`src/design/csa_pkg.sv`:
```
`timescale 1ns / 1ps
package csa_pkg;

    // default datapath width and fixed port width of the operand and result fields
    localparam int DATA_WIDTH_DEF = 64;
    localparam int FIELD_W        = 64;
    localparam int FUNC_W         = 3;

    typedef enum logic [FUNC_W-1:0] {
        FN_ADD = 3'd0,
        FN_SUB = 3'd1,
        FN_MUL = 3'd2,
        FN_DIV = 3'd3,
        FN_MOD = 3'd4
    } func_t;

    typedef enum logic [1:0] {
        ST_OK    = 2'd0,
        ST_OVER  = 2'd1,
        ST_UNDER = 2'd2,
        ST_DIVZ  = 2'd3
    } status_t;

    // control that rides along with each word through the cell chain
    typedef struct packed {
        logic [FUNC_W-1:0] func;
        logic              na;
        logic              nb;
        status_t           st;
    } ctl_t;

endpackage

```
`src/design/csa_cell.sv`:
```
`timescale 1ns / 1ps
module csa_cell
    import csa_pkg::*;
#(
    parameter int DATA_WIDTH = DATA_WIDTH_DEF
) (
    input  logic                      aclk,
    input  logic                      aresetn,
    input  logic                      in_valid,
    output logic                      in_ready,
    input  ctl_t                      in_ctl,
    input  logic [DATA_WIDTH-1:0]     in_ma,
    input  logic [DATA_WIDTH-1:0]     in_mb,
    input  logic [DATA_WIDTH-1:0]     in_work,
    input  logic [DATA_WIDTH-1:0]     in_mplr,
    input  logic [DATA_WIDTH:0]       in_rem,
    input  logic [2*DATA_WIDTH-1:0]   in_acc,
    input  logic [DATA_WIDTH-1:0]     in_aux,
    output logic                      out_valid,
    input  logic                      out_ready,
    output ctl_t                      out_ctl,
    output logic [DATA_WIDTH-1:0]     out_ma,
    output logic [DATA_WIDTH-1:0]     out_mb,
    output logic [DATA_WIDTH-1:0]     out_work,
    output logic [DATA_WIDTH-1:0]     out_mplr,
    output logic [DATA_WIDTH:0]       out_rem,
    output logic [2*DATA_WIDTH-1:0]   out_acc,
    output logic [DATA_WIDTH-1:0]     out_aux
);

    localparam int W = DATA_WIDTH;

    logic                valid_reg;
    ctl_t                ctl_reg;
    logic [W-1:0]        ma_reg, mb_reg, work_reg, mplr_reg, aux_reg;
    logic [W:0]          rem_reg;
    logic [2*W-1:0]      acc_reg;

    logic [W:0]          rem_sh;
    logic                ge;
    logic [W:0]          rem_next;
    logic [W-1:0]        work_next, mplr_next;
    logic [2*W-1:0]      acc_next;

    assign in_ready = !valid_reg || out_ready;

    // one restoring divide step on the remainder
    always_comb begin
        rem_sh    = {in_rem[W-1:0], in_work[W-1]};
        ge        = rem_sh >= {1'b0, in_mb};
        rem_next  = ge ? (rem_sh - {1'b0, in_mb}) : rem_sh;
        work_next = {in_work[W-2:0], ge};
    end

    // one shift-add multiply step, multiplier bits msb first
    always_comb begin
        acc_next  = {in_acc[2*W-2:0], 1'b0}
                  + (in_mplr[W-1] ? {{W{1'b0}}, in_ma} : {(2*W){1'b0}});
        mplr_next = {in_mplr[W-2:0], 1'b0};
    end

    // stage valid
    always_ff @(posedge aclk) begin
        if (!aresetn) begin
            valid_reg <= 1'b0;
        end else if (in_ready) begin
            valid_reg <= in_valid;
        end
    end

    // stage payload
    always_ff @(posedge aclk) begin
        if (in_ready && in_valid) begin
            ctl_reg  <= in_ctl;
            ma_reg   <= in_ma;
            mb_reg   <= in_mb;
            aux_reg  <= in_aux;
            work_reg <= work_next;
            rem_reg  <= rem_next;
            acc_reg  <= acc_next;
            mplr_reg <= mplr_next;
        end
    end

    assign out_valid = valid_reg;
    assign out_ctl   = ctl_reg;
    assign out_ma    = ma_reg;
    assign out_mb    = mb_reg;
    assign out_work  = work_reg;
    assign out_mplr  = mplr_reg;
    assign out_rem   = rem_reg;
    assign out_acc   = acc_reg;
    assign out_aux   = aux_reg;

endmodule

```
`config.mk`:
```
export PLATFORM = sky130hd
export DESIGN_NAME = csa_cell
export DESIGN_NICKNAME = d
export VERILOG_FILES = /design/src/design/csa_pkg.sv /design/src/design/csa_cell.sv
export SDC_FILE = /design/constraint.sdc
export NUM_CORES = 1
export LEC_CHECK = 0
export ABC_AREA = 0
export BUFFER_PORTS_ARGS = -buffer_cell sky130_fd_sc_hd__buf_4
export CORE_AREA = 3 3 408 410
export CTS_CLUSTER_DIAMETER = 60
export DETAILED_ROUTE_END_ITERATION = 7
export DIE_AREA = 0 0 411 413
export GPL_TIMING_DRIVEN = 0
export MAX_ROUTING_LAYER = met4
export SYNTH_ARGS = -nofsm -noshare
export SYNTH_HDL_FRONTEND = slang
export SYNTH_SLANG_ARGS = --single-unit
```
`constraint.sdc`:
```
create_clock -name aclk -period 14.3 [get_ports aclk]
set_clock_uncertainty 0.1 [all_clocks]
set_input_delay 1.43 -clock aclk [delete_from_list [all_inputs] [get_ports aclk]]
set_output_delay 1.43 -clock aclk [all_outputs]
set_load 0.03 [all_outputs]
```
==> impl_metrics.yaml <==
layout:
  final_core_util: 0.245
  finalNetCount: 3984
  drive_gt1_frac: 0.363
  areaGrowthSynthToFinish_pct: 52.3
synthesis:
  synth-edff-count: 519
  seq_area_frac_synth: 0.596
  synth_area_leaders: "edfxtp_1 (60%), ha_1 (6.1%), a21oi_1 (4.0%), xnor2_1 (3.4%), xor2_1 (2.7%)"
  synth.ff_latch_count: 520
  synth_area_sq_um: 26200
  synth_cell_type_count: 80
  netlist_instances: 2195
  yosysTopAreaCell: "edfxtp_1"
  yosys.area.top_type_share: 0.595
  synth_ff_type: "edfxtp_1"
  yosysWarnings: 0
  synth_most_common_cell: "edfxtp_1"
  syn_area_per_cell_sq_um: 11.9
  synthesis.nets: 2848
  async_reset_ff_frac: 0
  synth_top_cells_by_count: "edfxtp_1 (519), a21oi_1 (209), nor2_1 (155)"
route:
  drc: 0
  wl_per_cell_um: 25.5
  drt_iter0_drc: 1683
  vias: 23200
  drtPass1Iterations: 5
  viasPerCell: 4.13
  antenna_left: 0
  routed_wl_um: 143000
timing:
  setup_viol: 0
  final.period_utilization: 0.516
  max_freq_mhz: 136
  fin_crit_ns: 7.37
  hold_viol: 0
  final.setup.tns_ns: 0
  whs_ns: 0.741
  slew_viol_final: 0
  tightest_slew_ns: 1.29
  rsz0062_at_grt: "false"
  slew_headroom: 0.137
critical_path:
  crit_chain: "clkbuf_1 > clkbuf_1 > and2_1 > ha_1 > a21oi_1 > a21oi_1 > a211oi_1 > nor2_1 > a21oi_1 > o21ai_1 > a41oi_1 > nor3_1 > buf_2 > buf_2 > nand2_1 > xnor2_1"
  path_buf_inv: 4
  critPathMaxStageDelay_ns: 0.90
  critical_path.max_fanout: 12
  setup.worst_path.start: "in_mplr[63]"
  cp_top_family: "compound AO/OA/AOI/OAI gates"
  cp.required_ns: 14.64
  crit_type: "in2reg"
  crit_top_cell: "a21oi_1"
  slowest_stage: "clkbuf_1"
  crit_arrival_ns: 7.71
  start_kind: "input port"
  r2r-start: "out_valid"
  cp-end-kind: "flip-flop"
run_status:
  status: "finished clean"
clock_network:
  clk_pin_slew_worst_paths_ns: 0.06
  numCtsBuffers: 85
  clkSinkCount: 520
  clockRootBuffer: "clkbuf_16"
  post_cts_resize_count: 0
  tritoncts: "yes"
  postCtsHoldBufs: 0
  worstSkewPairLatency_ns: 0.68
  cts_buffer_depth: 3
  post_cts_buffers: 0
  cts.htree.levels: 3
power:
  leakagePower_nw: 16.4
  p_per_area_nw_per_um2: 128
  ir_worst_vdd_mv: 0.0924
floorplan:
  die_area_sq_um: 170000
  fp.dieH_um: 413
  fp.dieW_um: 411
  start_util: 0.161
  io_pins: 1046
  coreArea_sq_um: 163000
  row_count: 148
placement:
  dpl.hpwl_um: 120000
  gp_congestion: 0.927
  numPortBuffers: 1041
global_route:
  grt_pass1_vias: 22700
  antenna_found_initial: 65
  grt_pass1_wl_um: 187000
  grt_max_degree: 74
  grt.total_usage: 0.164
  grt-ovfl-total: 0
hold_path:
  hold_start: "out_valid"
  hold_path.class: "reg2reg"
flow_run:
  max_cap_violations: 0
[worst paths after layout]
kind                               endpoint  slack (ns)  cells past startpoint
worst max register to register    out_mb[3]       11.69                      4
worst max-delay path            out_acc[70]        6.93                     16
worst min register to register    out_valid        0.74                      2
worst min-delay path              out_valid        0.74                      2
[stage by stage]
stage | setup slack, ns | total power, W | cell area [sq um] | instances
after detailed placement | 6.19 | 0.00304 | 37000 | 5419
after global routing | 6.59 | 0.00532 | 39900 | 5612
after floorplan | 5.58 | 0.00251 | 26200 | 2195
final | 6.93 | 0.00510 | 39900 | 5616
after global placement | 1.93 | 0.00307 | 36700 | 5411
after CTS | 6.97 | 0.00520 | 39800 | 5573
[state kept, by name, summed over array words and instances (netlist names)]
register / count
out_acc: 128
out_aux: 64
out_ctl: 7
out_ma: 64
out_mb: 64
out_mplr: 63
out_rem: 65
out_valid: 1
out_work: 64
[worst reg2reg max path: cells and delay by family (launching register included)]
kind          cells  cell delay [ns]
simple gates      2             0.96
buf+inv           2             0.82
flops             1             0.32
[kinds of logic after synthesis]
kind of cell,Yosys count,synth area share
other,1,0.000143
AOI/OAI and AO/OA,529,0.128
buffers and inverters,188,0.0278
and+or+nand+nor,644,0.124
DFF,520,0.596
adders and majority gates,129,0.0622
muxes,1,0.000430
xor gates and xnor gates,183,0.0615
[cell type report]
class / instances / area [sq um]
fill: 17400 / 123000
sequential: 520 / 15600
multi-input combinational: 1487 / 9870
timing repair buffer: 1049 / 8040
tap: 2175 / 2720
clock buffer: 101 / 2250
clock inverter: 53 / 578
inverter: 102 / 383
buffer: 86 / 347
antenna: 43 / 108
[power breakdown]
part           internal (W)  total (W)  leakage (nW)  switching (W)
combinational      0.000401    0.00113          10.1       0.000732
clock               0.00124    0.00210          1.37       0.000857
sequential          0.00183    0.00187          5.02      0.0000367
[layer usage]
layer | vias up | GRT usage | wire length [um]
met2 | 1040 | 0.274 | 70500
met4 | 0 | 0.0496 | 3850
li1 | 10600 | - | -
met5 | - | - | 0
met1 | 11400 | 0.184 | 55800
met3 | 166 | 0.0573 | 12800
[cell usage in the layout, fill, tap and decap left out, types with 5 or more instances in the layout]
master,instances
and3_1,33
buf_16,8
buf_2,15
nor3_1,39
nand2_1,146
xor2_1,81
clkinvlp_4,6
a21oi_1,209
o31ai_1,8
and2_1,74
o21bai_1,30
inv_1,101
clkinv_4,8
o21ai_0,76
nand2b_1,8
edfxtp_1,519
inv_6,16
a211oi_1,13
o21ai_1,7
clkbuf_1,81
ha_1,127
nand3_1,50
or2_2,5
diode_2,43
nor4_1,6
nand4_1,75
a31oi_1,16
o211ai_1,12
a41oi_1,5
a21o_1,78
xnor2_1,101
nor2b_1,14
nor2_1,155
o21a_1,17
buf_4,1042
inv_8,8
and4_1,12
bufinv_16,5
clkbuf_16,88
(Power assumes the default switching activity.)
